$ cat src/hdl/vr2d_pkg.sv
package vr2d_pkg;

    localparam int WORD_W = 32;
    localparam int ACC_W = 52;

    localparam logic [29:0] PHASE_PER_RAD = 30'd683565276;
    localparam logic [29:0] PHASE_PER_DEG = 30'd11930465;

    typedef logic [1:0] quad_t;

    typedef struct packed {
        logic signed [WORD_W-1:0] x;
        logic signed [WORD_W-1:0] y;
        logic [WORD_W-1:0]        phase;
    } front_word_t;

    function automatic logic [31:0] atan_phase(input int i);
        logic [31:0] t;
        begin
            case (i)
                0: t = 32'd536870912;
                1: t = 32'd316933406;
                2: t = 32'd167458907;
                3: t = 32'd85004756;
                4: t = 32'd42667331;
                5: t = 32'd21354465;
                6: t = 32'd10679838;
                7: t = 32'd5340245;
                8: t = 32'd2670163;
                9: t = 32'd1335087;
                10: t = 32'd667544;
                11: t = 32'd333772;
                12: t = 32'd166886;
                13: t = 32'd83443;
                14: t = 32'd41722;
                15: t = 32'd20861;
                16: t = 32'd10430;
                17: t = 32'd5215;
                18: t = 32'd2608;
                19: t = 32'd1304;
                20: t = 32'd652;
                21: t = 32'd326;
                22: t = 32'd163;
                23: t = 32'd81;
                24: t = 32'd41;
                25: t = 32'd20;
                26: t = 32'd10;
                27: t = 32'd5;
                28: t = 32'd3;
                29: t = 32'd1;
                30: t = 32'd1;
                default: t = 32'd0;
            endcase
            return t;
        end
    endfunction

    function automatic logic [31:0] inv_gain(input int n);
        logic [31:0] g;
        begin
            case (n)
                9: g = 32'd652034532;
                10: g = 32'd652033289;
                11: g = 32'd652032978;
                12: g = 32'd652032900;
                13: g = 32'd652032881;
                14: g = 32'd652032876;
                15: g = 32'd652032874;
                default: g = (n <= 8) ? 32'd652039507 : 32'd652032874;
            endcase
            return g;
        end
    endfunction

endpackage

$ cat src/hdl/vr2d_front.sv
module vr2d_front
(
    input  logic                               clk,
    input  logic                               rst_n,
    input  logic                               in_valid,
    input  logic signed [31:0]                 x_in,
    input  logic signed [31:0]                 y_in,
    input  logic signed [31:0]                 turn_angle,
    input  logic                               angle_in_degrees,
    input  logic                               stall,
    output logic                               out_valid,
    output vr2d_pkg::front_word_t              out_word
);

    logic                  v1_reg;
    logic signed [61:0]    prod_reg;
    logic signed [31:0]    x1_reg;
    logic signed [31:0]    y1_reg;
    logic                  v2_reg;
    vr2d_pkg::front_word_t w2_reg;
    logic [31:0]           phase;

    assign phase = prod_reg[47:16];

    always_ff @(posedge clk or negedge rst_n)
    begin
        if (!rst_n)
        begin
            v1_reg <= 1'b0;
            v2_reg <= 1'b0;
        end
        else if (!stall)
        begin
            v1_reg <= in_valid;
            v2_reg <= v1_reg;
        end
    end

    always_ff @(posedge clk)
    begin
        if (!stall)
        begin
            prod_reg <= turn_angle * $signed({1'b0, angle_in_degrees ?
                vr2d_pkg::PHASE_PER_DEG : vr2d_pkg::PHASE_PER_RAD});
            x1_reg <= x_in;
            y1_reg <= y_in;
            w2_reg.x <= x1_reg;
            w2_reg.y <= y1_reg;
            w2_reg.phase <= phase;
        end
    end

    assign out_valid = v2_reg;
    assign out_word = w2_reg;

endmodule

$ cat config.mk
export PLATFORM = sky130hd
export DESIGN_NAME = vr2d_front
export DESIGN_NICKNAME = d
export VERILOG_FILES = /design/src/hdl/vr2d_pkg.sv /design/src/hdl/vr2d_front.sv
export SDC_FILE = /design/constraint.sdc
export NUM_CORES = 1
export LEC_CHECK = 0
export BUFFER_PORTS_ARGS = -buffer_cell sky130_fd_sc_hd__buf_4
export CORE_ASPECT_RATIO = 1.4
export CORE_MARGIN = 10
export CORE_UTILIZATION = 57
export DETAILED_ROUTE_END_ITERATION = 10
export PLACE_DENSITY = 0.91
export SYNTH_ARGS = -nofsm -noshare
export SYNTH_HDL_FRONTEND = slang
export SYNTH_SLANG_ARGS = --single-unit
$ cat constraint.sdc
create_clock -name clk -period 0.8 [get_ports clk]
set_input_delay 0.2 -clock clk [delete_from_list [all_inputs] [get_ports clk]]
set_output_delay 0.2 -clock clk [all_outputs]
set_load 0.05 [all_outputs]
==> key figures, run 1 <==
Status
  – Status: finished, violations left
  – Failing checks: negative setup slack

Drt
  – Pre-antenna DRT Iters: 5
  – DRT iter0 DRCs: 1510
  – Vias/cell: 5.515
  – Drt wl/cell: 25.84 um
  – Vias: 17.88k
  – Residual DRC: 0
  – Post-route ant nets: 0
  – Final wirelength: 83780 um

Setup path
  – Worst Setup EP: prod_reg[34]
  – Reg2Reg Setup Slack: 20 ps
  – Worst R2R Path Depth: 1
  – Slowest Stage Delay on Critical Path: 610 ps
  – Crit. Startpoint: angle_in_degrees
  – CP dominant cell by count: fa_1
  – Worst EP arrival: 7320 ps
  – Crit end category: flip-flop
  – R2R Path Start: out_valid
  – Critical Setup Path Class: input pin to flip-flop
  – CP required: 1010 ps
  – Crit-path max FO: 7
  – Max stage delay cell, worst path: fa_1
  – Startpoint types: input pin
  – Reg-to-Reg End: out_valid

Final layout
  – Fraction of layout cells with a size suffix above 1: 31.00%
  – Syn-to-layout area delta: 33.96%
  – Max reg flops: 96
  – Most common cell after layout, fill and taps aside: inv_1
  – Fin nets: 3520
  – Footprint of the multi-input gates: 16740 um^2
  – Most frequent cells in the layout: inv_1, buf_4, fa_1
  – Fin util: 77.53%
  – Fillers: 2391
  – Register Area: 5817 um^2

CTS
  – Worst-path clk slew: 90 ps
  – CTS root buffer: clkbuf_16
  – CTS tree: built
  – H-Tree Depth: 4
  – CTS max path bufs: 2
  – Worst skew pair latency: 470 ps
  – Sink Count: 194
  – Cts bufs inserted: 17

Hold path
  – Min-Delay Path Class: input pin to asynchronous set/reset pin

Synth
  – Ys async rst share: 1.031%
  – Register bit count reported by yosys: 194
  – Synth warn: 0
  – Synth Instances: 2018
  – Synthesized area: 23960 um^2
  – Syn Area/Cell: 11.87 um^2
  – EDFF count, synth: 192
  – Ys flop type: edfxtp_1
  – Seq/Total Area, Yosys: 24.27%
  – Yosys cell types: 51

Timing
  – Clock skew: 17.09 ps
  – Max-slew headroom at the worst pin: 54.65%
  – Period utilisation layout: 889.1%
  – Tightest Pin Transition: 680.3 ps
  – Unrepaired setup endpoints after global routing: true
  – Final worst slack: -6313 ps
  – Hold Vio Cnt, Final: 0
  – Achievable clock frequency: 0.1406 GHz
  – Final hold slack: 77.18 ps
  – Final number of max-transition violations: 0
  – Setup tns final: -229140 ps
  – Final min period: 7113 ps
  – Final-report setup violation count: 129

Run
  – Max Cap Viol: 0

Floorplanning
  – IO Count: 198
  – Initial Util: 57.88%
  – Die area: 50750 um^2
  – Die width: 193.3 um
  – Core area: 41400 um^2
  – Cell Rows: 88
  – Chip Height: 262.6 um

Place
  – Setup WS pre-CTS: -6846 ps
  – I/O Buffers: 197
  – RePlAce Congestion: 1.058
  – Hpwl dp: 63480 um

Global routing
  – GR Overflow Total: 0
  – First-pass GRT wire length: 122200 um
  – Initial antenna violation count: 4
  – Total track usage: 31.98%
  – Number of global-route vias before repair: 20.95k
  – Pin count of the biggest net entering global routing: 35
-- how the worst min path moves through the flow --
| stage | to | slack [ps] | cells past startpoint |
|---|---|---|---|
| after global placement | v1_reg | -20 | 1 |
| after global routing | out_valid | 70 | 2 |
| final | out_valid | 80 | 2 |
| after detailed placement | v1_reg | -10 | 1 |
| after floorplan | out_valid | -100 | 0 |
| after CTS | out_valid | 80 | 2 |
-- worst max-delay path, delay by kind of cell --
| family | cells | cell delay (ps) |
|---|---|---|
| adders and majority gates | 8 | 3960 |
| buffers and inverters | 15 | 1700 |
| and+or+nand+nor | 4 | 880 |
| AOI/OAI and AO/OA | 3 | 440 |
| xor gates and xnor gates | 1 | 130 |
-- synth_stat cells, types with 2 or more instances --
cell,count,area share (%)
nand3_1,4,0.084
inv_1,610,9.6
o21bai_1,9,0.28
nor3_1,8,0.17
nand2_1,53,0.83
a311o_1,2,0.084
edfxtp_1,192,24
a21oi_1,31,0.65
clkbuf_1,30,0.47
or3_1,2,0.052
mux2_2,2,0.094
dfrtp_1,2,0.21
a211oi_1,3,0.094
buf_1,2,0.031
nand4_1,3,0.078
o21ai_0,9,0.19
nor2b_1,14,0.37
a31o_2,3,0.11
conb_1,2,0.031
nand2b_1,27,0.70
or2_2,10,0.26
and3_1,15,0.39
and4_1,2,0.073
xnor2_1,77,2.8
and2_1,31,0.81
nor2_1,46,0.72
ha_1,255,13
a21o_1,29,0.91
fa_1,480,40
a221oi_2,2,0.13
xor2_1,42,1.5
a21oi_2,2,0.073
-- metal layers --
layer	vias up	routed length, um	track usage (%)
met3	501	5468	6.580
met5	-	0	0
met1	8937	24650	30.29
met2	1018	44210	57.49
met4	0	9449	27.64
li1	7424	-	-
-- what timing repair did --
action                                  in CTS  in global routing
endpoints found under the setup margin     129                129
hold buffers                                66                  0
pin swaps                                   83                 57
hold endpoints to repair                    67                  0
cloned                                       3                  1
setup buffers                               22                 17
gates resized for setup                    243                 75
-- final cells by class --
class,count,area share [%]
inverter,610,7.180
tap,540,2.105
antenna,5,0.03898
sequential,194,18.12
multi-input combinational,1186,52.16
clock inverter,15,0.5535
timing repair buffer,675,18.52
clock buffer,17,1.325
-- metrics by stage --
step                      instance area [um^2]  instances
after floorplan                          24260       2022
after global placement                   29100       3098
after detailed placement                 29100       3098
after CTS                                31560       3221
after global routing                     32090       3240
final                                    32100       3242
-- kinds of logic (layout without fill, tap and decap cells) --
group	after synthesis	after routing	synth area share, %
muxes	2	2	0.09399
xor gates and xnor gates	119	119	4.350
DFF	194	194	24.27
adders and majority gates	735	735	53.42
other	2	11	0.03134
AOI/OAI and AO/OA	104	104	3.044
and+or+nand+nor	220	220	4.731
buffers and inverters	642	1317	10.06
Power of run 1 is not shown: default switching activity piles up to over one toggle a cycle in this logic, so the estimate is an artifact.
==> run 2: changes to the inputs <==
clock period = 6.35 ns   (was 0.8 ns; I/O delays follow)
==> run 2 against run 1 <==
- the flow still finishes with violations (negative setup slack)
- register-to-register slack gained 5600 ps
- cell count fell by 2.3%
- routed wire length decreased by 7.4%
- utilization is 2.6 points lower
- count of clock-buffer cells in the layout is the same
- critical path depth down 5
- die area stayed put
- flip-flop and latch count unchanged
- worst setup slack improved by 4300 ps
==> key figures, run 2 (synthesis gave the netlist of run 1 again) <==
Final layout
  – Most frequent cells in the layout: inv_1, buf_4, fa_1
  – Most common cell after layout, fill and taps aside: inv_1
  – Fraction of layout cells with a size suffix above 1: 31.28% (+0.28 points)
  – Fillers: 2672 (+12%)
  – Final instance area: 31000 um^2 (-3.4%)
  – Fin nets: 3452 (-1.9%)
  – Inserted Diodes: 0 (-5)
  – Max reg flops: 96 (unchanged)
  – Syn-to-layout area delta: 29.38%

CTS
  – CTS root buffer: clkbuf_16
  – # hold bufs at CTS: 0 (-100%)
  – CTS max path bufs: 2 (unchanged)
  – CTS tree: built
  – Sink Count: 194 (unchanged)
  – Worst skew pair latency: 440 ps (-30 ps)
  – Cts bufs inserted: 17 (unchanged)
  – H-Tree Depth: 4 (unchanged)
  – Worst-path clk slew: 70 ps (-20 ps)

Setup path
  – Bufs and invs on worst path: 7 (-8)
  – Critical Setup Path Class: input pin to flip-flop
  – Crit end category: flip-flop
  – Startpoint types: input pin
  – Worst EP arrival: 8530 ps (+1210 ps)
  – Crit-path max FO: 7 (unchanged)
  – Slowest Stage Delay on Critical Path: 570 ps (-40 ps)
  – CP required: 6530 ps (+5520 ps)
  – Instance count on the critical path: 26 (-16%)
  – Worst R2R Path Depth: 1 (unchanged)
  – CP dominant cell by count: fa_1
  – CP delay by family, top: adder cells
  – Max stage delay cell, worst path: fa_1

Place
  – I/O Buffers: 197 (unchanged)
  – RePlAce Congestion: 1.029 (-2.8%)
  – Setup WS pre-CTS: -2765 ps (+4082 ps)
  – Post-DP Area: 29020 um^2 (-0.27%)
  – Hpwl dp: 63850 um (+0.58%)

Floorplanning
  – Chip Height: 262.6 um (unchanged)
  – IO Count: 198 (unchanged)
  – Die area: 50750 um^2 (unchanged)
  – Cell Rows: 88 (unchanged)
  – Die width: 193.3 um (unchanged)
  – Core area: 41400 um^2 (unchanged)
  – Initial Util: 57.88% (unchanged)

Timing
  – Achievable clock frequency: 0.1197 GHz
  – Period utilisation layout: 131.6%
  – Final number of max-transition violations: 0 (unchanged)
  – Hold Vio Cnt, Final: 0 (unchanged)
  – Setup tns final: -54010 ps (+175130 ps)
  – Final min period: 8354 ps
  – Final hold slack: 418.8 ps (+341.6 ps)
  – Unrepaired setup endpoints after global routing: true
  – Final-report setup violation count: 32 (-75%)
  – Max-slew headroom at the worst pin: 39.72% (-15 points)
  – Final worst slack: -2004 ps (+4309 ps)
  – Tightest Pin Transition: 904.2 ps (+223.9 ps)
  – Clock skew: 15.16 ps (-1.931 ps)

Global routing
  – GR Overflow Total: 0 (unchanged)
  – Pin count of the biggest net entering global routing: 103 (+190%)
  – Initial antenna violation count: 0 (-4)
  – Number of global-route vias before repair: 19.44k (-7.2%)
  – Total track usage: 29.47% (-2.5 points)
  – First-pass GRT wire length: 112600 um (-7.9%)

Hold path
  – Hold Crit Depth: 0
  – Min-Delay Path Class: flip-flop to flip-flop

Status
  – Failing checks: negative setup slack
  – Status: finished, violations left

Drt
  – Drt wl/cell: 24.49 um (-5.2%)
  – Post-route ant nets: 0 (unchanged)
  – Pre-antenna DRT Iters: 5 (unchanged)
  – Final wirelength: 77590 um (-7.4%)
  – Vias/cell: 5.386 (-2.3%)
  – DRT iter0 DRCs: 1016 (-33%)
  – Vias: 17.06k (-4.6%)
  – Residual DRC: 0 (unchanged)

Run
  – Max Cap Viol: 0 (unchanged)
[run 2: final timing paths]
check | start | endpoint | slack (ps)
max | angle_in_degrees | prod_reg[43] | -2000
min | x1_reg[23] | out_word[87] | 420
max reg2reg | out_valid | out_valid | 5580
min reg2reg | x1_reg[23] | out_word[87] | 420
max in group asynchronous | rst_n | out_valid | 5330
min in group asynchronous | rst_n | v1_reg | 930
[run 2: final cells by class]
class	instances	area, um^2	area share, %
multi-input cells	1186	16740	54.01
well taps	540	675.6	2.179
clock inverters	14	178.9	0.5771
clock buffers	17	425.4	1.372
repair buffers	607	4857	15.67
flip-flops and latches	194	5816	18.76
inverters	610	2305	7.434
[run 2: timing repair]
item	CTS	global route
buffers inserted	22	27
gates cloned	2	0
resized for setup	139	75
setup endpoints to repair	32	32
pin swaps	61	55
[run 2: metrics by stage]
stage / util, % / std cells
4_1_cts: 73.61 / 3147
3_5_place_dp: 70.10 / 3093
3_3_place_gp: 70.10 / 3093
5_1_grt: 74.88 / 3168
6_report: 74.88 / 3168
2_1_floorplan: - / 2022
[run 2: metal layers]
layer,vias to the layer above,GRT usage [%],wire [um]
met5,-,0,0
met2,759,54.43,42060
met4,0,22.12,7462
li1,7292,-,-
met3,331,4.081,3798
met1,8681,29.27,24270
Power of run 2 is left out for the same reason.
==> run 3: changes to the inputs <==
CORE_MARGIN = 2   (was 10)
GPL_TIMING_DRIVEN = 1   (was not set)
==> run 3 against run 2 <==
- the flow still finishes with violations (negative setup slack)
- flip-flop and latch count stayed put
- highest routed layer unchanged
- worst hold slack worse by 4.7 ps
- first-iteration DRC count is 11% higher
- routed wire length is 5.9% lower
- register-to-register slack hardly changed
- via count is 0.11% lower
- maximum frequency is 1.8% higher
- non-clock buffer count is 20 lower
- critical path type unchanged
==> key figures, run 3 (synthesis gave the netlist of run 1 again) <==
CTS
  – CTS root buffer: clkbuf_16
  – Worst-path clk slew: 70 ps (about the same)
  – H-Tree Depth: 4 (unchanged)
  – CTS max path bufs: 2 (unchanged)
  – Cts bufs inserted: 17 (unchanged)
  – Sink Count: 194 (unchanged)
  – CTS tree: built
  – Worst skew pair latency: 430 ps (about the same)

Global routing
  – Number of global-route vias before repair: 19.75k (+1.6%)
  – Total track usage: 34.21% (+4.7 points)
  – Pin count of the biggest net entering global routing: 108 (+4.9%)
  – GR Overflow Total: 0 (unchanged)
  – First-pass GRT wire length: 108900 um (-3.3%)
  – Initial antenna violation count: 0 (unchanged)

Drt
  – Post-route ant nets: 0 (unchanged)
  – Pre-antenna DRT Iters: 6 (+1)
  – Residual DRC: 0 (unchanged)
  – Vias: 17.05k (-0.11%)
  – Drt wl/cell: 23.17 um (-5.4%)
  – Final wirelength: 72980 um (-5.9%)
  – DRT iter0 DRCs: 1131 (+11%)
  – Vias/cell: 5.413 (+0.50%)

Status
  – Failing checks: negative setup slack
  – Status: finished, violations left

Setup path
  – Crit end category: flip-flop
  – CP required: 6540 ps (about the same)
  – Startpoint types: input pin
  – Crit-path max FO: 7 (unchanged)
  – Worst EP arrival: 8390 ps (-140 ps)
  – Critical Setup Path Class: input pin to flip-flop

Final layout
  – Fillers: 2611 (-2.3%)
  – Inserted Diodes: 0 (unchanged)
  – Fin util: 74.39% (-0.50 points)
  – Footprint of the multi-input gates: 16720 um^2 (-0.16%)
  – Fraction of layout cells with a size suffix above 1: 31.35% (+0.074 points)
  – Max reg flops: 96 (unchanged)
  – Syn-to-layout area delta: 28.53%
  – Most common cell after layout, fill and taps aside: inv_1
  – Register Area: 5816 um^2 (unchanged)
  – Most frequent cells in the layout: inv_1, buf_4, fa_1
  – Post-route insts no fill: 3149 (-0.60%)
  – Final instance area: 30800 um^2 (-0.66%)
  – Fin nets: 3432 (-0.58%)

Timing
  – Final number of max-transition violations: 0 (unchanged)
  – Final min period: 8207 ps (-147.1 ps)
  – Final-report setup violation count: 32 (unchanged)
  – Final worst slack: -1857 ps (+147.1 ps)
  – Achievable clock frequency: 0.1218 GHz (+1.8%)
  – Period utilisation layout: 129.2% (-2.3 points)
  – Max-slew headroom at the worst pin: 38.06% (-1.7 points)
  – Tightest Pin Transition: 929.1 ps (+24.92 ps)
  – Unrepaired setup endpoints after global routing: true
  – Hold Vio Cnt, Final: 0 (unchanged)
  – Clock skew: 10.65 ps (-4.506 ps)

Place
  – Post-DP Area: 28910 um^2 (-0.39%)
  – RePlAce Congestion: 1.025 (-0.37%)
  – Placed Cells: 3078 (-0.48%)
  – I/O Buffers: 197 (unchanged)
  – Hpwl dp: 60860 um (-4.7%)

Floorplanning
  – Chip Height: 246.6 um (-6.1%)
  – Die area: 43720 um^2 (-14%)
  – Initial Util: 57.88% (unchanged)
  – Cell Rows: 88 (unchanged)
  – Die width: 177.3 um (-8.3%)
  – IO Count: 198 (unchanged)
  – Core area: 41400 um^2 (unchanged)

Hold path
  – Min-Delay Path Class: flip-flop to flip-flop

Run
  – Max Cap Viol: 0 (unchanged)
## run 3: cell count changes in the layout (fill, tap and decap cells not counted), sizes merged
cell / delta
bufinv: -2
clkinv: +2
buf: -20
clkbuf: +1
## run 3: final cells by class
| class | instances | area share (%) |
|---|---|---|
| inverter | 610 | 7.476 |
| clock inverter | 14 | 0.4307 |
| tap | 540 | 2.194 |
| multi-input combinational | 1186 | 54.28 |
| clock buffer | 18 | 1.394 |
| sequential | 194 | 18.88 |
| timing repair buffer | 587 | 15.34 |
## run 3: metal layers
| metal | part of all wire (%) | GRT usage [%] | wire length, um |
|---|---|---|---|
| met1 | 31 | 33.69 | 22500 |
| met2 | 53 | 62.19 | 38730 |
| met3 | 5.2 | 5.077 | 3823 |
| met4 | 11 | 29.10 | 7921 |
| met5 | 0 | 0 | 0 |
## run 3: worst max-delay path: stages
cell and delay [ps]:
buf_16 130, buf_6 130, buf_16 130, nand2b_1 150, inv_1 90, buf_6 150, ha_1 160, o21bai_1 120
fa_2 470, fa_1 530, inv_1 80, fa_1 490, inv_1 80, fa_1 540, fa_2 460, fa_2 550
fa_2 460, ha_4 180, a21o_1 180, a21o_1 200, a21oi_2 140, o21ai_1 100, and4bb_4 370, a21oi_2 80
or3_1 340, o41a_1 340, xor2_1 150
## run 3: final timing paths
path,start,to,slack [ps],cells after the start
max,angle_in_degrees,prod_reg[43],-1860,27
min,y1_reg[30],out_word[62],410,0
max reg2reg,out_valid,out_valid,5590,1
min reg2reg,y1_reg[30],out_word[62],410,0
max in group asynchronous,rst_n,out_valid,5330,1
min in group asynchronous,rst_n,v1_reg,930,1
## run 3: through the flow
step	hold slack [ps]	TNS, ps	worst slack, ps
global placement	400.1	-66190	-2452
finish	414.1	-50310	-1857
CTS	419.8	-47840	-1819
floorplan	400.3	-49660	-2085
detailed placement	404.5	-72150	-2624
global route	422.9	-53430	-1932
## run 3: timing repair
item                                    4_1_cts  5_1_grt
gates resized for setup                     138       96
pin swaps                                    66       76
buffers inserted                             25       17
hold buffers                                  0        0
endpoints found under the setup margin       32       32
cloned                                        3        0
Power of run 3 is left out for the same reason.
