### config.mk
export PLATFORM = sky130hd
export DESIGN_NAME = vr2d_queue
export DESIGN_NICKNAME = d
export VERILOG_FILES = /design/src/hdl/vr2d_queue.sv
export SDC_FILE = /design/constraint.sdc
export NUM_CORES = 1
export LEC_CHECK = 0
export BUFFER_PORTS_ARGS = -buffer_cell sky130_fd_sc_hd__buf_2
export CAP_MARGIN = 20
export CORE_MARGIN = 3
export CORE_UTILIZATION = 40
export DETAILED_ROUTE_END_ITERATION = 12
export HOLD_SLACK_MARGIN = 0.02
export PLACE_DENSITY_LB_ADDON = 0.15
export SYNTH_ARGS = -nofsm -noshare
export SYNTH_HDL_FRONTEND = slang
export SYNTH_SLANG_ARGS = --single-unit
### constraint.sdc
create_clock -name clk -period 4.3 [get_ports clk]
set_input_delay 0.43 -clock clk [delete_from_list [all_inputs] [get_ports clk]]
set_output_delay 0.43 -clock clk [all_outputs]
set_load 0.05 [all_outputs]
### src/hdl/vr2d_queue.sv
module vr2d_queue #(
    parameter int W = 96,
    parameter int DEPTH = 4
)
(
    input  logic         clk,
    input  logic         rst_n,
    input  logic         wr,
    input  logic [W-1:0] wdata,
    input  logic         rd,
    output logic [W-1:0] rdata,
    output logic         not_empty,
    output logic [$clog2(DEPTH+1)-1:0] count
);

    localparam int AW = $clog2(DEPTH);

    logic [W-1:0]   mem_reg [DEPTH];
    logic [AW-1:0]  wp_reg;
    logic [AW-1:0]  rp_reg;
    logic [$clog2(DEPTH+1)-1:0] cnt_reg;

    always_ff @(posedge clk or negedge rst_n)
    begin
        if (!rst_n)
        begin
            wp_reg <= '0;
            rp_reg <= '0;
            cnt_reg <= '0;
        end
        else
        begin
            if (wr)
            begin
                wp_reg <= (wp_reg == AW'(DEPTH-1)) ? '0 : wp_reg + 1'b1;
            end
            if (rd)
            begin
                rp_reg <= (rp_reg == AW'(DEPTH-1)) ? '0 : rp_reg + 1'b1;
            end
            cnt_reg <= cnt_reg + (wr ? 1'b1 : 1'b0) - (rd ? 1'b1 : 1'b0);
        end
    end

    always_ff @(posedge clk)
    begin
        if (wr)
        begin
            mem_reg[wp_reg] <= wdata;
        end
    end

    assign rdata = mem_reg[rp_reg];
    assign not_empty = (cnt_reg != '0);
    assign count = cnt_reg;

    a_no_overflow: assert property (@(posedge clk) disable iff (!rst_n)
        (cnt_reg == ($clog2(DEPTH+1))'(DEPTH)) |-> (!wr || rd))
        else $error("queue overflow");
    a_no_underflow: assert property (@(posedge clk) disable iff (!rst_n)
        rd |-> not_empty)
        else $error("queue underflow");
    a_count_step: assert property (@(posedge clk) disable iff (!rst_n)
        (wr && !rd) |=> (cnt_reg == $past(cnt_reg) + 1'b1))
        else $error("count step");

endmodule

==> results.py, run 1 <==
metrics = {
    "power": {
        "net-switching-power_mw": 5.05,
        "total_power_mw": 13.3,
        "comb_power_share": 0.366,
        "p_int_mw": 8.30,
        "pwr-share-clk": 0.245,
        "p_per_area_nw_per_um2": 781,
        "power.leakage_nw": 5.80,
        "max-vdd-ir-drop_uv": 662,
        "swShare": 0.379,
        "seqPwrFrac": 0.389,
    },
    "drt": {
        "wl_per_cell_um": 22.2,
        "routed-via-count": 6434,
        "wl_mm": 27.8,
        "first_iter_violations": 367,
        "dr.pass1.iters": 4,
        "vias_per_cell": 5.13,
        "drtAntennaViolNets": 0,
        "detail_route.drc_violations": 0,
    },
    "global_route": {
        "antenna_found_initial": 6,
        "global_route.overflow_total": 0,
        "wire_length_of_the_first_global_routing_pass_mm": 42.8,
        "grt_start_max_net_pins": 55,
        "grt_pass1_vias": 6967,
        "grt_usage": 0.147,
    },
    "critical_path": {
        "crit_path_end": "rdata[23]",
        "critPathLaunch": "rp_reg[0]$_DFFE_PN0P_",
        "crit-reg2reg-capture": "mem_reg[1][13]$_DFFE_PP_",
        "crit_fanout": 26,
        "crit_path_cell_trace": "buf_4, mux4_2, buf_2",
        "crit_slowest_cell": "sky130_fd_sc_hd__dfrtp_4",
        "end_kind": "output pin",
        "worstPathArrival_ps": 2590,
        "reg2reg_setup_slack_ps": 2190,
        "worstSetupStartpointType": "flip-flop",
        "setup.worst_path.class": "flip-flop to output pin",
        "worst_r2r_startpoint": "wp_reg[1]$_DFFE_PN0P_",
        "required_ps": 3870,
        "r2r_cells": 4,
        "cpPeakStageDelay_ps": 690,
    },
    "hold_path": {
        "min-delay-path-class": "input port to flip-flop",
    },
    "job": {
        "max_cap_viol_count": 0,
    },
    "timing": {
        "fmax_ghz": 0.331,
        "slew_violations": 0,
        "aggregate_negative_setup_slack_ps": 0,
        "layout_min_cycle_time_ps": 3020,
        "hold_viol": 0,
        "tightestPinTransition_ps": 881,
        "fin_worst_skew_ps": 14.8,
        "finalHoldWorstSlack_ps": 117,
        "grt_setup_unrepaired": "no",
        "finalSetupViolations": 0,
        "post-route-period-util": 0.703,
        "slew_margin_rel": 0.413,
    },
    "synth": {
        "yosys.cell_types.count": 20,
        "synthFlopType": "sky130_fd_sc_hd__edfxtp_1",
        "post_synth.cell_area_avg_sq_um": 26.5,
        "ys_ff_latch": 391,
        "synth-edff-count": 384,
        "yosysWarningCount": 0,
        "seq_area_frac_synth": 0.821,
        "syn-instance-count": 537,
        "synthesis.area_sq_um": 14300,
        "yosys.cell_count.top_type": "sky130_fd_sc_hd__edfxtp_1",
        "synth_async_sr_flop_share": 0.0179,
        "synth.top_cells.by_count": "sky130_fd_sc_hd__edfxtp_1 (384), sky130_fd_sc_hd__mux4_2 (96), sky130_fd_sc_hd__buf_2 (7), sky130_fd_sc_hd__dfrtp_1 (7), sky130_fd_sc_hd__ha_1 (7)",
        "syn_nets": 645,
        "synth.top_cell.area_share": 0.809,
        "synth_area_leaders": "sky130_fd_sc_hd__edfxtp_1 (81%), sky130_fd_sc_hd__mux4_2 (15%), sky130_fd_sc_hd__dfrtp_1 (1.2%)",
        "synth_top_area_cell": "sky130_fd_sc_hd__edfxtp_1",
    },
    "cells_and_area": {
        "post_route_cell_area_sq_um": 17100,
        "max_reg_flops": 384,
        "multi_input_comb_area_sq_um": 2380,
        "area_growth_pct": 19.9,
        "n_fill_cell": 2823,
        "number_of_standard_cells_in_the_layout_taps_in_and_fillers_out": 1254,
        "layout-drive-gt1-share": 0.457,
        "layout.area.seq_sq_um": 11700,
        "final_net_count": 874,
    },
    "run_status": {
        "outcome": "complete, no violations",
    },
    "placement": {
        "place_area_sq_um": 15800,
        "placed_cells_incl_taps": 1176,
        "globalplace.congestion": 0.691,
        "hpwlAfterDp_mm": 16.6,
        "place.port_buffers": 199,
    },
    "clock_network": {
        "tritoncts": "yes",
        "cts_made_buffers": 42,
        "clock_latency_ps": 520,
        "clock_tree.buffer_depth": 3,
        "cts.sinks": 391,
        "clock-root-buffer": "sky130_fd_sc_hd__clkbuf_16",
        "cts_setup_buffers": 0,
        "clock_input_transition_at_the_sequential_cells_of_the_worst_setup_and_hold_paths_ps": 60,
        "htree_levels": 2,
    },
    "die": {
        "fp.coreArea_sq_um": 34800,
        "start_util": 0.410,
        "dieArea_sq_um": 37900,
        "die_w_um": 195,
        "rows": 68,
        "die_height_um": 195,
        "num_io_pins": 200,
    },
}
==> final cells by class <==
class,instances,area share
sequential,391,0.685
timing repair buffer,207,0.0663
clock inverter,14,0.00388
inverter,6,0.00132
tap,455,0.0333
clock buffer,61,0.0706
multi-input combinational,118,0.139
antenna,2,0.000293
==> cell usage in the layout, fill, tap and decap left out, types with 2 or more instances in the layout <==
| cell type | instances |
|---|---|
| sky130_fd_sc_hd__clkbuf_1 | 14 |
| sky130_fd_sc_hd__edfxtp_1 | 384 |
| sky130_fd_sc_hd__clkbuf_8 | 2 |
| sky130_fd_sc_hd__mux4_2 | 96 |
| sky130_fd_sc_hd__buf_12 | 6 |
| sky130_fd_sc_hd__clkbuf_16 | 45 |
| sky130_fd_sc_hd__o21ai_0 | 2 |
| sky130_fd_sc_hd__ha_1 | 7 |
| sky130_fd_sc_hd__inv_1 | 6 |
| sky130_fd_sc_hd__buf_2 | 199 |
| sky130_fd_sc_hd__clkinv_2 | 4 |
| sky130_fd_sc_hd__dfrtp_4 | 2 |
| sky130_fd_sc_hd__clkinv_1 | 8 |
| sky130_fd_sc_hd__diode_2 | 2 |
| sky130_fd_sc_hd__dfrtp_1 | 5 |
| sky130_fd_sc_hd__and2_4 | 4 |
| sky130_fd_sc_hd__mux2_2 | 2 |
| sky130_fd_sc_hd__xnor2_1 | 2 |
==> critical path: cells and delay by family, from the launching register on <==
kind	cells	cell delay, ps
buffers and inverters	2	760
DFF	1	690
muxes	1	580
==> metrics by stage <==
| step | worst slack [ps] | util |
|---|---|---|
| finish | 1280 | 0.491 |
| global route | 1080 | 0.491 |
| CTS | 1180 | 0.491 |
| detailed placement | 1740 | 0.454 |
| global placement | 1770 | 0.454 |
| floorplan | 995 | - |
==> layer usage <==
layer  up-vias  global-route usage  routed length, um
met4         8              0.0409                545
met5         -                   0                 48
met3        48              0.0404               2040
met1      3388               0.194              11300
li1       2775                   -                  -
met2       215               0.244              13900
==> kinds of logic after synthesis <==
family                   synth area share
AO/OA/AOI/OAI                    0.000702
XOR/XNOR                          0.00123
adder cells (fa/ha/maj)           0.00755
buffers and inverters              0.0126
flip-flops                          0.821
multiplexers                        0.153
AND/OR/NAND/NOR                   0.00334
==> worst min-delay path by stage <==
stage | from | to | slack (ps) | depth (start not counted)
global placement | rst_n | count[0]$_DFF_PN0_ | 270 | 1
floorplan | rst_n | count[0]$_DFF_PN0_ | 130 | 0
detailed placement | rst_n | count[2]$_DFF_PN0_ | 280 | 1
finish | wdata[38] | mem_reg[2][38]$_DFFE_PP_ | 120 | 1
global route | wdata[76] | mem_reg[2][76]$_DFFE_PP_ | 90 | 1
CTS | wdata[38] | mem_reg[3][38]$_DFFE_PP_ | 80 | 1
==> power groups by stage <==
stage,Sequential (mW),Clock (mW),Combinational [mW]
floorplan,5.16,0,3.97
global placement,5.24,0,4.97
detailed placement,5.29,0,4.99
CTS,5.21,3.38,5.00
global route,5.27,3.54,5.14
finish,5.19,3.27,4.88
==> repair_timing <==
action,CTS,global route
hold buffers,1,0
hold endpoints to repair,7,0
gates resized for setup,0,0
Power figures use the tool's default switching activity.
==> run 2, diff against run 1 <==
--- a/config.mk
+++ b/config.mk
@@ -5,6 +5,7 @@
 export SDC_FILE = /design/constraint.sdc
 export NUM_CORES = 1
 export LEC_CHECK = 0
+export ABC_AREA = 1
 export BUFFER_PORTS_ARGS = -buffer_cell sky130_fd_sc_hd__buf_2
 export CAP_MARGIN = 20
 export CORE_MARGIN = 3
==> constraint.sdc (replaced) <==
create_clock -name clk -period 2.4 [get_ports clk]
set_input_delay 0.24 -clock clk [delete_from_list [all_inputs] [get_ports clk]]
set_output_delay 0.24 -clock clk [all_outputs]
set_load 0.05 [all_outputs]
==> results.py, run 2 <==
metrics = {
    "drt": {
        "drtAntennaViolNets": 0,
        "dr.pass1.iters": 5,
        "wl_per_cell_um": 15.1,
        "vias_per_cell": 4.43,
        "first_iter_violations": 538,
        "detail_route.drc_violations": 0,
        "routed-via-count": 10700,
        "wl_mm": 36.6,
    },
    "synth": {
        "synth-edff-count": 384,
        "synth_async_sr_flop_share": 0.0179,
        "synthesis.area_sq_um": 16600,
        "syn_nets": 1663,
        "synth_top_area_cell": "sky130_fd_sc_hd__edfxtp_1",
        "synth.mux.area_fraction": 0,
        "seq_area_frac_synth": 0.705,
        "synth_area_leaders": "sky130_fd_sc_hd__edfxtp_1 (69%), sky130_fd_sc_hd__nand2_1 (11%), sky130_fd_sc_hd__inv_1 (9.0%)",
        "synth_top_family_by_area": "simple AND/OR/NAND/NOR gates",
        "synthFlopType": "sky130_fd_sc_hd__edfxtp_1",
        "synth.top_cell.area_share": 0.695,
        "synth_simple_gate_area_frac": 0.170,
        "synthesized_area_fraction_occupied_by_ao_oa_aoi_and_oai_cells": 0.00121,
        "yosys.cell_types.count": 16,
        "yosys.area_share.xor_xnor": 0,
        "yosysWarningCount": 0,
        "post_synth.cell_area_avg_sq_um": 10.7,
        "syn-instance-count": 1555,
        "synth-adder-area-share": 0.00648,
        "ys_ff_latch": 391,
        "yosys.cell_count.top_type": "sky130_fd_sc_hd__nand2_1",
        "synth.top_cells.by_count": "sky130_fd_sc_hd__nand2_1 (493), sky130_fd_sc_hd__inv_1 (397), sky130_fd_sc_hd__edfxtp_1 (384)",
    },
    "cells_and_area": {
        "n_fill_cell": 3585,
        "most_frequent_standard_cell_in_the_layout_excluding_fill_and_tap_cells": "sky130_fd_sc_hd__nand2_1",
        "diodes": 0,
        "max_reg_flops": 384,
        "post-route-util": 0.511,
        "layout.area.seq_sq_um": 11700,
        "final_net_count": 1967,
        "number_of_standard_cells_in_the_layout_taps_in_and_fillers_out": 2418,
        "multi_input_comb_area_sq_um": 2970,
        "post_route_cell_area_sq_um": 20600,
        "layout-drive-gt1-share": 0.157,
        "area_growth_pct": 24.4,
        "final_cell_mix": "sky130_fd_sc_hd__nand2_1 (489), sky130_fd_sc_hd__inv_1 (392), sky130_fd_sc_hd__edfxtp_1 (384), sky130_fd_sc_hd__buf_2 (198), sky130_fd_sc_hd__nand3_1 (194)",
    },
    "clock_network": {
        "htree_levels": 2,
        "clock_input_transition_at_the_sequential_cells_of_the_worst_setup_and_hold_paths_ps": 60,
        "clock_tree.buffer_depth": 3,
        "cts_made_buffers": 44,
        "cts_setup_buffers": 0,
        "cts.sinks": 391,
        "clock-root-buffer": "sky130_fd_sc_hd__clkbuf_16",
        "clock_latency_ps": 550,
        "tritoncts": "yes",
    },
    "hold_path": {
        "min-delay-path-class": "input port to async pin",
    },
    "critical_path": {
        "critPathLaunch": "rp_reg[0]$_DFFE_PN0P_",
        "setup.worst_path.class": "flip-flop to output pin",
        "worstPathArrival_ps": 2090,
        "crit_fanout": 110,
        "worst_r2r_startpoint": "wp_reg[0]$_DFFE_PN0P_",
        "worstSetupStartpointType": "flip-flop",
        "required_ps": 2160,
        "end_kind": "output pin",
    },
    "run_status": {
        "outcome": "complete, no violations",
    },
    "die": {
        "die_height_um": 210,
        "start_util": 0.411,
        "rows": 73,
        "fp.coreArea_sq_um": 40400,
        "die_w_um": 210,
        "dieArea_sq_um": 44000,
        "num_io_pins": 200,
    },
    "power": {
        "p_int_mw": 15.2,
        "comb_power_share": 0.417,
        "swShare": 0.425,
        "seqPwrFrac": 0.342,
        "total_power_mw": 26.4,
        "net-switching-power_mw": 11.2,
        "pwr-share-clk": 0.241,
        "p_per_area_nw_per_um2": 1280,
        "max-vdd-ir-drop_uv": 736,
        "power.leakage_nw": 9.51,
    },
    "timing": {
        "hold_viol": 0,
        "finalWorstSetupSlack_ps": 65.1,
        "post-route-period-util": 0.973,
        "fmax_ghz": 0.428,
        "slew_margin_rel": 0.640,
        "layout_min_cycle_time_ps": 2330,
        "tightestPinTransition_ps": 540,
        "grt_setup_unrepaired": "yes",
        "fin_worst_skew_ps": 7.27,
        "slew_violations": 0,
        "finalSetupViolations": 0,
    },
    "placement": {
        "hpwlAfterDp_mm": 20.9,
        "placed_cells_incl_taps": 2239,
        "place_area_sq_um": 18300,
        "pre_cts_slack_ps": 569,
        "place.port_buffers": 199,
        "globalplace.congestion": 0.723,
    },
    "global_route": {
        "grt_usage": 0.167,
        "antenna_found_initial": 0,
        "grt_pass1_vias": 10500,
        "global_route.overflow_total": 0,
        "wire_length_of_the_first_global_routing_pass_mm": 57.7,
        "grt_start_max_net_pins": 111,
    },
    "job": {
        "max_cap_viol_count": 0,
    },
}
==> run 2: layout make-up <==
type,instances,area share
well taps,525,0.0318
clock inverters,20,0.00794
repair buffers,322,0.116
flip-flops and latches,391,0.567
clock buffers,60,0.0587
inverters,399,0.0740
multi-input cells,701,0.144
==> run 2: routing by layer <==
layer	track usage	up-vias	routed length (um)
li1	-	5458	-
met4	0.0497	0	687
met2	0.291	190	18500
met5	0	-	0
met1	0.212	5018	15800
met3	0.0309	44	1600
==> run 2: worst paths after layout <==
kind	to	cells after the start	slack, ps
worst max-delay path	rdata[38]	5	70
worst min-delay path	count[0]$_DFF_PN0_	2	80
worst max register to register	mem_reg[0][56]$_DFFE_PP_	5	650
worst min register to register	count[2]$_DFF_PN0_	3	610
max in group asynchronous	rp_reg[1]$_DFFE_PN0P_	2	2100
min in group clk	mem_reg[1][94]$_DFFE_PP_	2	440
==> run 2: critical path: stages (launching register included) <==
cell and delay, ps:
sky130_fd_sc_hd__dfrtp_4 540, sky130_fd_sc_hd__buf_16 260, sky130_fd_sc_hd__nand2_1 160, sky130_fd_sc_hd__nand3_1 110, sky130_fd_sc_hd__nand2_1 110, sky130_fd_sc_hd__buf_2 260
==> run 2: repair_timing <==
item,in CTS,in global routing
gates cloned,0,0
resized for setup,1,5
hold buffers,99,0
hold endpoints to repair,394,0
endpoints found under the setup margin,11,24
==> run 2: logic make-up (layout without fill, tap and decap cells) <==
| family | Yosys count | after routing |
|---|---|---|
| compound gates | 4 | 4 |
| fa+ha+maj | 8 | 8 |
| buf+inv | 463 | 801 |
| flops | 391 | 391 |
| simple gates | 689 | 689 |
==> run 2: power groups by stage <==
stage	clock network [mW]	registers, mW	logic, mW
2_1_floorplan	0	9.23	8.05
3_3_place_gp	0	9.12	11.0
3_5_place_dp	0	9.15	11.0
4_1_cts	6.55	9.02	11.2
5_1_grt	6.85	9.10	11.9
6_report	6.36	9.01	11.0
==> run 2: through the flow <==
step           hold WS [ps]  setup TNS [ps]
6_report               80.1               0
3_5_place_dp            105               0
5_1_grt                58.9           -7.59
4_1_cts                33.6               0
2_1_floorplan         -55.6          -23140
3_3_place_gp            107               0
==> run 3, diff against run 2 <==
--- a/config.mk
+++ b/config.mk
@@ -12,6 +12,7 @@
 export CORE_UTILIZATION = 40
 export DETAILED_ROUTE_END_ITERATION = 12
 export HOLD_SLACK_MARGIN = 0.02
+export MAX_ROUTING_LAYER = met4
 export PLACE_DENSITY_LB_ADDON = 0.15
 export SYNTH_ARGS = -nofsm -noshare
 export SYNTH_HDL_FRONTEND = slang
==> results.py, run 3 (synthesis results as in run 2) <==
metrics = {
    "drt": {
        "routed-via-count": 10700,
        "dr.pass1.iters": 5,
        "first_iter_violations": 529,
        "detail_route.drc_violations": 0,
        "wl_per_cell_um": 15.1,
        "wl_mm": 36.6,
        "vias_per_cell": 4.42,
        "drtAntennaViolNets": 0,
    },
    "critical_path": {
        "required_ps": 2160,
        "setup.worst_path.class": "flip-flop to output pin",
        "worstSetupStartpointType": "flip-flop",
        "critical_path.top_delay_family": "flip-flops",
        "cpPeakStageDelay_ps": 540,
        "worst_r2r_startpoint": "wp_reg[0]$_DFFE_PN0P_",
        "worst_path_most_repeated_cell": "sky130_fd_sc_hd__nand2_1",
        "r2r_cells": 5,
        "worstPathArrival_ps": 2100,
        "end_kind": "output pin",
        "crit-reg2reg-capture": "mem_reg[0][56]$_DFFE_PP_",
        "worst_path_bufs_invs": 2,
        "crit_path_cell_trace": "buf_16, nand2_1, nand3_1, nand2_1, buf_2",
        "crit_slowest_cell": "sky130_fd_sc_hd__dfrtp_4",
        "reg2reg_setup_slack_ps": 650,
        "crit_fanout": 110,
    },
    "clock_network": {
        "htree_levels": 2,
        "clock_latency_ps": 550,
        "cts_made_buffers": 44,
        "cts_setup_buffers": 0,
        "tritoncts": "yes",
        "clock_input_transition_at_the_sequential_cells_of_the_worst_setup_and_hold_paths_ps": 60,
        "clock_tree.buffer_depth": 3,
        "cts.sinks": 391,
        "clock-root-buffer": "sky130_fd_sc_hd__clkbuf_16",
    },
    "power": {
        "power.leakage_nw": 9.51,
        "max-vdd-ir-drop_uv": 737,
        "p_per_area_nw_per_um2": 1280,
    },
    "placement": {
        "place_area_sq_um": 18300,
        "place.port_buffers": 199,
        "hpwlAfterDp_mm": 20.9,
        "globalplace.congestion": 0.732,
    },
    "die": {
        "num_io_pins": 200,
        "start_util": 0.411,
        "dieArea_sq_um": 44000,
        "die_w_um": 210,
        "fp.coreArea_sq_um": 40400,
        "die_height_um": 210,
        "rows": 73,
    },
    "global_route": {
        "grt_pass1_vias": 10500,
        "global_route.overflow_total": 0,
        "grt_usage": 0.172,
        "grt_start_max_net_pins": 111,
        "wire_length_of_the_first_global_routing_pass_mm": 57.6,
        "antenna_found_initial": 0,
    },
    "cells_and_area": {
        "most_frequent_standard_cell_in_the_layout_excluding_fill_and_tap_cells": "sky130_fd_sc_hd__nand2_1",
        "layout-drive-gt1-share": 0.157,
        "post-route-util": 0.511,
        "post_route_cell_area_sq_um": 20600,
        "final_cell_mix": "sky130_fd_sc_hd__nand2_1 (489), sky130_fd_sc_hd__inv_1 (392), sky130_fd_sc_hd__edfxtp_1 (384), sky130_fd_sc_hd__buf_2 (198), sky130_fd_sc_hd__nand3_1 (194)",
        "area_growth_pct": 24.4,
        "max_reg_flops": 384,
        "diodes": 0,
        "final_net_count": 1967,
    },
    "timing": {
        "slew_violations": 0,
        "layout_min_cycle_time_ps": 2340,
        "grt_setup_unrepaired": "yes",
        "finalSetupViolations": 0,
        "post-route-period-util": 0.974,
        "slew_margin_rel": 0.643,
        "fmax_ghz": 0.428,
        "aggregate_negative_setup_slack_ps": 0,
        "fin_worst_skew_ps": 6.37,
        "hold_viol": 0,
        "tightestPinTransition_ps": 535,
    },
    "hold_path": {
        "min-delay-path-class": "input port to async pin",
    },
    "run_status": {
        "outcome": "complete, no violations",
    },
    "job": {
        "max_cap_viol_count": 0,
    },
}
==> run 3: cell counts in the layout (fill, tap and decap cells not counted) <==
No cell type changed its count.
==> run 3: repair_timing <==
| action | CTS | global route |
|---|---|---|
| setup endpoints to repair | 11 | 22 |
| hold buffers | 99 | 0 |
| pin swaps | 0 | 0 |
| cloned | 0 | 0 |
| gates resized for setup | 1 | 5 |
| hold endpoints to repair | 394 | 0 |
==> run 3: cell type report <==
cell class | instances | area, sq um
Clock buffer | 60 | 1210
Clock inverter | 20 | 164
Fill cell | 3585 | 19700
Inverter | 399 | 1530
Multi-Input combinational cell | 701 | 2970
Sequential cell | 391 | 11700
Tap cell | 525 | 657
Timing Repair Buffer | 322 | 2400
==> run 3: report_power, final <==
| part | internal, mW | leakage [nW] | switching, mW | total, mW |
|---|---|---|---|---|
| Sequential | 8.75 | 3.61 | 0.263 | 9.01 |
| Combinational | 2.58 | 5.22 | 8.42 | 11.0 |
| Clock | 3.84 | 0.678 | 2.52 | 6.36 |
| Total | 15.2 | 9.51 | 11.2 | 26.4 |
==> run 3: metal layers <==
layer	GRT usage	part of all wire	vias up
met5	-	0	-
met4	0.0497	0.018	0
met3	0.0302	0.040	45
met2	0.292	0.51	172
met1	0.212	0.44	5025
li1	-	-	5457
==> run 3: worst max-delay path by stage <==
stage / start / to / slack [ps] / cells past startpoint
after floorplan: wp_reg[0]$_DFFE_PN0P_ / mem_reg[0][0]$_DFFE_PP_ / -70 / 4
after global placement: rp_reg[0]$_DFFE_PN0P_ / rdata[42] / 590 / 6
after detailed placement: rp_reg[0]$_DFFE_PN0P_ / rdata[42] / 570 / 6
after CTS: rp_reg[0]$_DFFE_PN0P_ / rdata[42] / 20 / 6
after global routing: rp_reg[0]$_DFFE_PN0P_ / rdata[36] / -4 / 5
final: rp_reg[0]$_DFFE_PN0P_ / rdata[38] / 60 / 5
==> run 3: worst register-to-register path, cell delays in order, from the launching register on <==
cell and delay, ps:
sky130_fd_sc_hd__dfrtp_1 400, sky130_fd_sc_hd__inv_2 70, sky130_fd_sc_hd__ha_2 180, sky130_fd_sc_hd__nand2_2 80, sky130_fd_sc_hd__clkinvlp_4 390, sky130_fd_sc_hd__buf_12 350
==> run 3: metrics by stage <==
step / total power [mW] / hold slack, ps / worst slack, ps / instances
final: 26.4 / 76.3 / 61.9 / 2418
after CTS: 26.8 / 33.6 / 17.3 / 2418
after detailed placement: 20.2 / 105 / 569 / 2239
after global placement: 20.1 / 107 / 587 / 2239
after floorplan: 17.3 / -55.6 / -70.7 / 1555
after global routing: 27.9 / 57.9 / -4.37 / 2418
